==> config.mk <==
export PLATFORM = sky130hd
export DESIGN_NAME = rms_level_smoother
export DESIGN_NICKNAME = d
export VERILOG_FILES = /design/src/rtl/core/rls_pkg.sv /design/src/rtl/core/rms_level_smoother.sv
export SDC_FILE = /design/constraint.sdc
export NUM_CORES = 2
export LEC_CHECK = 0
export ABC_CLOCK_PERIOD_IN_PS = 9900
export BUFFER_PORTS_ARGS = -buffer_cell sky130_fd_sc_hd__buf_2
export CORE_MARGIN = 5
export CORE_UTILIZATION = 40
export DETAILED_ROUTE_END_ITERATION = 7
export GPL_TIMING_DRIVEN = 0
export RECOVER_POWER = 25
export SYNTH_ARGS = -nofsm -noshare
export SYNTH_HDL_FRONTEND = slang
export SYNTH_SLANG_ARGS = --single-unit
==> constraint.sdc <==
create_clock -name aclk -period 9.9 [get_ports aclk]
set_input_delay 0.495 -clock aclk [delete_from_list [all_inputs] [get_ports aclk]]
set_output_delay 0.495 -clock aclk [all_outputs]
set_load 0.03 [all_outputs]
==> src/rtl/core/rls_pkg.sv <==
// Package for the RMS level smoother: widths, microcode types and the control store.
package rls_pkg;

    localparam int MAX_BUFFER = 256;

    localparam int SAMPLE_W = 16;
    localparam int CNT_W    = 13;
    localparam int SUM_W    = 41;
    localparam int DIV_W    = SUM_W + 1;
    localparam int REM_W    = CNT_W;
    localparam int ROOT_W   = 32;
    localparam int PROD_W   = 33;
    localparam int LEVEL_W  = 16;
    localparam int BUFS_W   = 32;
    localparam int ITER_W   = 6;
    localparam int PC_W     = 4;
    localparam int ADDR_W   = 3;
    localparam int SQRT_STEPS = ROOT_W / 2;

    localparam logic [LEVEL_W-1:0] WEIGHT_RESET = 16'd4588;
    localparam logic [ROOT_W-1:0]  SQRT_FIRST_BIT = 32'h4000_0000;

    localparam logic ADDR_WEIGHT = 1'b0;

    typedef enum logic [1:0] {
        WAIT_NONE,
        WAIT_INPUT,
        WAIT_OUTPUT
    } wait_t;

    typedef enum logic [3:0] {
        OP_NOP,
        OP_LOAD_SAMPLE,
        OP_SQUARE,
        OP_ACCUM,
        OP_DIV_INIT,
        OP_DIV_STEP,
        OP_SQRT_INIT,
        OP_SQRT_STEP,
        OP_MIX_HIGH,
        OP_MIX_LOW,
        OP_MIX_SUM,
        OP_EMIT
    } dp_op_t;

    typedef enum logic [1:0] {
        JMP_NEXT,
        JMP_ALWAYS,
        JMP_IF_OPEN,
        JMP_IF_MORE
    } jump_t;

    typedef struct packed {
        wait_t            wt;
        dp_op_t           op;
        jump_t            jmp;
        logic [PC_W-1:0]  target;
    } ucode_t;

    localparam logic [PC_W-1:0] PC_WAIT_SAMPLE = 4'd0;
    localparam logic [PC_W-1:0] PC_DIV_STEP    = 4'd5;
    localparam logic [PC_W-1:0] PC_SQRT_STEP   = 4'd7;

    // Control store: one word per step of the sequencer.
    function automatic ucode_t ucode_rom(input logic [PC_W-1:0] pc);
        ucode_t w;
        unique case (pc)
            4'd0:    w = '{WAIT_INPUT,  OP_LOAD_SAMPLE, JMP_NEXT,    PC_WAIT_SAMPLE};
            4'd1:    w = '{WAIT_NONE,   OP_SQUARE,      JMP_NEXT,    PC_WAIT_SAMPLE};
            4'd2:    w = '{WAIT_NONE,   OP_ACCUM,       JMP_NEXT,    PC_WAIT_SAMPLE};
            4'd3:    w = '{WAIT_NONE,   OP_NOP,         JMP_IF_OPEN, PC_WAIT_SAMPLE};
            4'd4:    w = '{WAIT_NONE,   OP_DIV_INIT,    JMP_NEXT,    PC_WAIT_SAMPLE};
            4'd5:    w = '{WAIT_NONE,   OP_DIV_STEP,    JMP_IF_MORE, PC_DIV_STEP};
            4'd6:    w = '{WAIT_NONE,   OP_SQRT_INIT,   JMP_NEXT,    PC_WAIT_SAMPLE};
            4'd7:    w = '{WAIT_NONE,   OP_SQRT_STEP,   JMP_IF_MORE, PC_SQRT_STEP};
            4'd8:    w = '{WAIT_NONE,   OP_MIX_HIGH,    JMP_NEXT,    PC_WAIT_SAMPLE};
            4'd9:    w = '{WAIT_NONE,   OP_MIX_LOW,     JMP_NEXT,    PC_WAIT_SAMPLE};
            4'd10:   w = '{WAIT_NONE,   OP_MIX_SUM,     JMP_NEXT,    PC_WAIT_SAMPLE};
            4'd11:   w = '{WAIT_OUTPUT, OP_EMIT,        JMP_ALWAYS,  PC_WAIT_SAMPLE};
            default: w = '{WAIT_NONE,   OP_NOP,         JMP_ALWAYS,  PC_WAIT_SAMPLE};
        endcase
        return w;
    endfunction

endpackage

==> src/rtl/core/rms_level_smoother.sv <==
// RMS level meter with exponential smoothing, run by a microcoded sequencer.
//
// Input stream: s_tdata carries one signed Q1.15 audio sample, s_tlast marks the last
// sample of a buffer. A buffer also closes on its MAX_BUFFER-th sample.
// Output stream: one transaction per closed buffer with the buffer's RMS level, the
// smoothed level and the count of closed buffers (wrapping at 2^32).
// The APB port holds the smoothing weight (Q0.16) at byte address 0.
//
// After a sample is accepted, s_tready stays low until the sequencer has finished
// with it, so the block takes no new sample before it is through with the last. The
// result of a closed buffer comes from a bit-serial divider for the mean and a
// bit-serial square root, both sharing one sequencer with a 16x17 multiplier.
// The block holds one result in its output register. If the receiver stalls, the
// sequencer goes on accepting samples and waits at its output step only when a new
// result is ready before the held one has been taken.
// Reset clears the running sum, the sample count, the smoothed level, the buffer count
// and the output valid flag, and restores the weight to 4588 (about 0.07).
module rms_level_smoother
    import rls_pkg::*;
(
    input  logic              aclk,
    input  logic              aresetn,
    input  logic              s_tvalid,
    output logic              s_tready,
    input  logic [15:0]       s_tdata,   // [15:0] sample
    input  logic              s_tlast,
    output logic              m_tvalid,
    input  logic              m_tready,
    output logic [63:0]       m_tdata,   // [15:0] rms_level, [31:16] smoothed_level,
                                         // [63:32] buffer_number
    input  logic              psel,
    input  logic              penable,
    input  logic              pwrite,
    input  logic [ADDR_W-1:0] paddr,
    input  logic [31:0]       pwdata,
    output logic [31:0]       prdata,
    output logic              pready
);

    logic [PC_W-1:0]     pc_reg, pc_next;
    logic [ITER_W-1:0]   iter_reg, iter_next;
    logic [SAMPLE_W-1:0] mag_reg, mag_next;
    logic                last_reg, last_next;
    logic [PROD_W-1:0]   prod_reg, prod_next;
    logic [PROD_W-1:0]   acc_reg, acc_next;
    logic [SUM_W-1:0]    sum_reg, sum_next;
    logic [CNT_W-1:0]    cnt_reg, cnt_next;
    logic [DIV_W-1:0]    dvd_reg, dvd_next;
    logic [REM_W-1:0]    rem_reg, rem_next;
    logic [ROOT_W-1:0]   x_reg, x_next;
    logic [ROOT_W-1:0]   root_reg, root_next;
    logic [ROOT_W-1:0]   bit_reg, bit_next;
    logic [LEVEL_W-1:0]  level_reg, level_next;
    logic [BUFS_W-1:0]   bufs_reg, bufs_next;
    logic [LEVEL_W-1:0]  weight_reg, weight_next;
    logic                out_valid_reg, out_valid_next;
    logic [63:0]         out_data_reg, out_data_next;

    ucode_t              uword;
    logic                go;
    logic                close_buf;
    logic                more;
    logic                cfg_write;
    logic [SAMPLE_W-1:0] sample_mag;
    logic [REM_W:0]      div_trial;
    logic                div_ge;
    logic [ROOT_W-1:0]   sqrt_trial;
    logic                sqrt_ge;
    logic [LEVEL_W:0]    weight_cmp;
    logic [PROD_W:0]     mix_sum;

    assign uword = ucode_rom(pc_reg);

    always_comb begin
        unique case (uword.wt)
            WAIT_NONE:   go = 1'b1;
            WAIT_INPUT:  go = s_tvalid;
            WAIT_OUTPUT: go = !out_valid_reg || m_tready;
            default:     go = 1'b0;
        endcase
    end

    assign s_tready  = (uword.wt == WAIT_INPUT);
    assign close_buf = last_reg || (cnt_reg == CNT_W'(MAX_BUFFER));
    assign more      = (iter_reg != ITER_W'(1));

    // Sequencer: step counter with conditional jumps from the control word.
    always_comb begin
        pc_next = pc_reg;
        if (go) begin
            unique case (uword.jmp)
                JMP_NEXT:    pc_next = pc_reg + PC_W'(1);
                JMP_ALWAYS:  pc_next = uword.target;
                JMP_IF_OPEN: pc_next = close_buf ? pc_reg + PC_W'(1) : uword.target;
                JMP_IF_MORE: pc_next = more ? uword.target : pc_reg + PC_W'(1);
                default:     pc_next = uword.target;
            endcase
        end
    end

    assign sample_mag = s_tdata[15] ? SAMPLE_W'(17'h10000 - {1'b0, s_tdata}) : s_tdata;
    assign div_trial  = {rem_reg, dvd_reg[DIV_W-1]};
    assign div_ge     = div_trial >= {1'b0, cnt_reg};
    assign sqrt_trial = root_reg + bit_reg;
    assign sqrt_ge    = x_reg >= sqrt_trial;
    assign weight_cmp = 17'h10000 - {1'b0, weight_reg};
    assign mix_sum    = {1'b0, acc_reg} + {1'b0, prod_reg};

    assign cfg_write = psel && penable && pwrite && pready;

    // Datapath: each control word selects one operation.
    always_comb begin
        iter_next      = iter_reg;
        mag_next       = mag_reg;
        last_next      = last_reg;
        prod_next      = prod_reg;
        acc_next       = acc_reg;
        sum_next       = sum_reg;
        cnt_next       = cnt_reg;
        dvd_next       = dvd_reg;
        rem_next       = rem_reg;
        x_next         = x_reg;
        root_next      = root_reg;
        bit_next       = bit_reg;
        level_next     = level_reg;
        bufs_next      = bufs_reg;
        out_data_next  = out_data_reg;
        out_valid_next = out_valid_reg && !m_tready;
        weight_next    = weight_reg;

        if (cfg_write && paddr[2] == ADDR_WEIGHT) begin
            weight_next = pwdata[LEVEL_W-1:0];
        end

        if (go) begin
            unique case (uword.op)
                OP_NOP: begin
                end
                OP_LOAD_SAMPLE: begin
                    mag_next  = sample_mag;
                    last_next = s_tlast;
                end
                OP_SQUARE: begin
                    prod_next = PROD_W'(mag_reg) * PROD_W'(mag_reg);
                end
                OP_ACCUM: begin
                    sum_next = sum_reg + SUM_W'(prod_reg[31:2]);
                    cnt_next = cnt_reg + CNT_W'(1);
                end
                OP_DIV_INIT: begin
                    dvd_next  = {sum_reg, 1'b0};
                    rem_next  = '0;
                    iter_next = ITER_W'(DIV_W);
                end
                OP_DIV_STEP: begin
                    // Restoring division, one quotient bit per step shifted in at the bottom.
                    rem_next  = div_ge ? REM_W'(div_trial - {1'b0, cnt_reg})
                                       : div_trial[REM_W-1:0];
                    dvd_next  = {dvd_reg[DIV_W-2:0], div_ge};
                    iter_next = iter_reg - ITER_W'(1);
                end
                OP_SQRT_INIT: begin
                    // The mean square never exceeds 2^29, so 32 bits of quotient suffice.
                    x_next    = dvd_reg[ROOT_W-1:0];
                    root_next = '0;
                    bit_next  = SQRT_FIRST_BIT;
                    iter_next = ITER_W'(SQRT_STEPS);
                end
                OP_SQRT_STEP: begin
                    if (sqrt_ge) begin
                        x_next    = x_reg - sqrt_trial;
                        root_next = (root_reg >> 1) + bit_reg;
                    end else begin
                        root_next = root_reg >> 1;
                    end
                    bit_next  = bit_reg >> 2;
                    iter_next = iter_reg - ITER_W'(1);
                end
                OP_MIX_HIGH: begin
                    prod_next = PROD_W'(level_reg) * PROD_W'(weight_cmp);
                end
                OP_MIX_LOW: begin
                    acc_next  = prod_reg;
                    prod_next = PROD_W'(root_reg[LEVEL_W-1:0]) * PROD_W'(weight_reg);
                end
                OP_MIX_SUM: begin
                    level_next = mix_sum[31:16];
                    bufs_next  = bufs_reg + BUFS_W'(1);
                    sum_next   = '0;
                    cnt_next   = '0;
                end
                OP_EMIT: begin
                    out_data_next  = {bufs_reg, level_reg, root_reg[LEVEL_W-1:0]};
                    out_valid_next = 1'b1;
                end
                default: begin
                end
            endcase
        end
    end

    always_ff @(posedge aclk) begin
        if (!aresetn) begin
            pc_reg        <= PC_WAIT_SAMPLE;
            sum_reg       <= '0;
            cnt_reg       <= '0;
            level_reg     <= '0;
            bufs_reg      <= '0;
            weight_reg    <= WEIGHT_RESET;
            out_valid_reg <= 1'b0;
        end else begin
            pc_reg        <= pc_next;
            sum_reg       <= sum_next;
            cnt_reg       <= cnt_next;
            level_reg     <= level_next;
            bufs_reg      <= bufs_next;
            weight_reg    <= weight_next;
            out_valid_reg <= out_valid_next;
        end
    end

    always_ff @(posedge aclk) begin
        iter_reg     <= iter_next;
        mag_reg      <= mag_next;
        last_reg     <= last_next;
        prod_reg     <= prod_next;
        acc_reg      <= acc_next;
        dvd_reg      <= dvd_next;
        rem_reg      <= rem_next;
        x_reg        <= x_next;
        root_reg     <= root_next;
        bit_reg      <= bit_next;
        out_data_reg <= out_data_next;
    end

    assign m_tvalid = out_valid_reg;
    assign m_tdata  = out_data_reg;
    assign pready   = 1'b1;
    assign prdata   = (paddr[2] == ADDR_WEIGHT) ? {16'b0, weight_reg} : 32'b0;

endmodule

==> results.md <==
* GRT busiest layer: met2
* RR Endpoint: prod_reg[30]
* Hold WS at 0.1463 ns
* Seq/Total Area, Yosys at 23.45%
* H-tree depth at 2
* Register area at 11,250 µm²
* CTS tree: done
* Final nets at 6,502
* GR met1 Demand/Resource at 29.01%
* Crit end category: flip-flop
* Root buffer cell: clkbuf_16
* Fraction of the mapped netlist area in adder cells at 35.54%
* GRT Util Overall at 21.48%
* Pre-Repair DR Iteration Count at 6
* Synth cell types at 87
* Worst-Skew Late Latency at 0.66 ns
* Worst EP arrival at 9.83 ns
* Worst R2R Start: weight_reg[1]
* Simple-Gate Fraction of Synth Area at 17.06%
* Post-Syn Instances at 5,212
* Die area at 127,000 µm²
* Vias in the first global route at 37,700
* Finish-stage setup viols at 0
* Tcrit/Tclk final at 96.99%
* Maximum clock insertion buffer count at 3
* Pre-CTS setup slack at 0.1239 ns
* Drt via density at 5.247
* Critical Path Slowest Stage Cell: xor2_1
* Die Width at 356.3 µm
* Post-Layout Cell Count at 7,076
* Status: finished clean
* DP Cell Count at 6,980
* Clock transition at path regs at 0.08 ns
* Grt total ovfl at 0
* Max Fclk at 104.1 MHz
* Complex-gate fraction of the synthesized area at 10.67%
* Routability cong. at 0.9252
* Largest net degree at the start of global routing at 33
* Worst stage delay on the critical path at 0.82 ns
* Initial Util at 40.15%
* # IOs at 158
* Post-synthesis xor/xnor area fraction at 4.892%
* Ys Warns at 0
* Register bit total from synthesis at 419
* Main combinational cell family by area after synthesis: adder cells
* Area grow syn2layout at 9.758%
* Worst Tran Pin Value at 1.327 ns
* Tmin final at 9.602 ns
* Startpoint Class: flip-flop
* Max FFs per register at 64
* Reg2Reg Depth at 28
* CTS buffer count at 50
* Worst path required time at 10.12 ns
* Routed wire length at 136,900 µm
* Post-CTS setup buffer count at 0
* Initial antenna violation count at 4
* Ratio of cells with drive above 1 in the final layout at 4.613%
* Setup CP Type: reg -> reg
* CTS Sinks at 419
* CP max FO at 10
* Cell row count at 127
* GR met2 Demand/Resource at 35.76%
* Post-Synthesis Mean Instance Area at 9.206 µm²
* Area of the mapped netlist at 47,980 µm²
* R2r setup slk at 0.30 ns
* Multi-input gate area at 33,040 µm²
* Min-delay src: s_tdata[5]
* Clock Skews at 0.03352 ns
* Final Hold Vio Count at 0
* Final antenna-violating net count at 0
* Area of the core at 119,500 µm²
* Vias at 37,130
* Async SR Flop Fraction at 0%
* First-pass GRT wire length at 214,300 µm
* Final slew viol count at 0
* Hold crit path type: in -> reg
* Die H at 356.3 µm
* Post-synth EDFFs at 286
* Max_cap viols at 0
* Mux cell area share after synthesis at 0.3912%
* GRT met3 Usage at 3.476%
* Hpwl dp at 110,400 µm
* Worst relative slew slack at 10.38%
* RSZ-0062 raised after global routing: false
* Port Buffers at 122
* Worst Hold End: mag_reg[5]
* Fillers at 11,900
* WL/cell at 19.34 µm
* Worst hold stages at 2
* Final worst slack at 0.2977 ns
* Initial DRC Count at 2,578
* Synth Flop Type: edfxtp_1
* Fin Setup TNS at 0 ns
* Drc violations at 0
per-layer routing:
metal / part of all wire, % / up-vias
met3: 6.7 / 193
met2: 47 / 1004
met1: 43 / 18510
met5: 0 / -
li1: - / 17420
met4: 3.0 / 0
synthesized netlist by cell type, types with 25 or more instances:
cell type | n | area, µm²
dfxtp_1 | 133 | 2663
edfxtp_1 | 286 | 8588
ha_1 | 454 | 5680
a21oi_1 | 196 | 980.9
nand3_1 | 83 | 415.4
nand2b_1 | 42 | 262.8
inv_1 | 780 | 2928
a31oi_1 | 25 | 156.4
clkbuf_1 | 180 | 675.7
nor2_1 | 187 | 701.9
and3_1 | 33 | 206.5
xor2_1 | 107 | 937.2
o21ai_0 | 199 | 996.0
nor2b_1 | 64 | 400.4
nand2_1 | 753 | 2826
a22oi_1 | 33 | 247.7
nand4_1 | 27 | 168.9
fa_1 | 568 | 11370
a21o_1 | 76 | 570.6
a21boi_0 | 32 | 240.2
o21bai_1 | 27 | 202.7
o21a_1 | 33 | 247.7
a211oi_1 | 33 | 247.7
nor3_1 | 51 | 255.2
xnor2_1 | 161 | 1410
or3_1 | 42 | 262.8
and2_1 | 328 | 2052
cells by family after synthesis:
family,count (synthesis)
mux,18
other cells,2
xor+xnor,268
compound gates,796
simple gates,1690
flops,419
buf+inv,997
fa+ha+maj,1022
cell usage in the layout (no fill, tap or decap), drive strengths merged, types with 64 or more instances in the layout:
| cell | Yosys | final |
|---|---|---|
| nor2b | 64 | 64 |
| clkbuf | 180 | 311 |
| a21oi | 197 | 197 |
| nand2 | 753 | 753 |
| nand3 | 83 | 83 |
| a21o | 76 | 76 |
| xnor2 | 161 | 161 |
| o21ai | 204 | 204 |
| dfxtp | 133 | 133 |
| and2 | 329 | 329 |
| buf | 37 | 106 |
| nor2 | 189 | 189 |
| xor2 | 107 | 107 |
| inv | 780 | 784 |
| ha | 454 | 454 |
| edfxtp | 286 | 286 |
| fa | 568 | 568 |
worst max-delay path: cells and delay by family, from the launching register on:
| family | cells | cell delay (ns) |
|---|---|---|
| simple gates | 5 | 1.14 |
| xor+xnor | 2 | 1.11 |
| buf+inv | 8 | 1.76 |
| fa+ha+maj | 7 | 3.31 |
| flops | 1 | 0.31 |
| compound gates | 6 | 1.53 |
per-stage QoR:
step | util [%] | cell area, µm²
floorplan | - | 48040
global placement | 42.40 | 50660
detailed placement | 42.64 | 50950
CTS | 44.11 | 52710
global route | 44.07 | 52660
finish | 44.07 | 52660
worst max path at each step:
stage                  startpoint            to  slack (ns)  depth (start not counted)
detailed placement  weight_reg[1]  prod_reg[30]        0.12                         29
finish              weight_reg[1]  prod_reg[30]        0.30                         28
global placement    weight_reg[1]  prod_reg[30]       0.007                         29
CTS                 weight_reg[1]  prod_reg[30]        0.07                         29
floorplan           weight_reg[1]  prod_reg[30]        2.36                         28
global route        weight_reg[1]  prod_reg[30]       0.003                         28
layout make-up:
class / instances / area share [%]
buffer: 217 / 1.713
inverter: 780 / 5.560
multi-input combinational: 3811 / 62.74
antenna: 1 / 0.004752
timing repair buffer: 142 / 1.473
clock inverter: 35 / 0.8411
tap: 1612 / 3.830
sequential: 419 / 21.36
clock buffer: 59 / 2.478
what timing repair did:
| action | in CTS | in global routing |
|---|---|---|
| hold buffers | 1 | 0 |
| gates resized for setup | 0 | 24 |
| endpoints found under the hold margin | 1 | 0 |
| endpoints found under the setup margin | 0 | 5 |
Power is not shown: default switching activity piles up to over one toggle a cycle in this logic, so the estimate is an artifact.
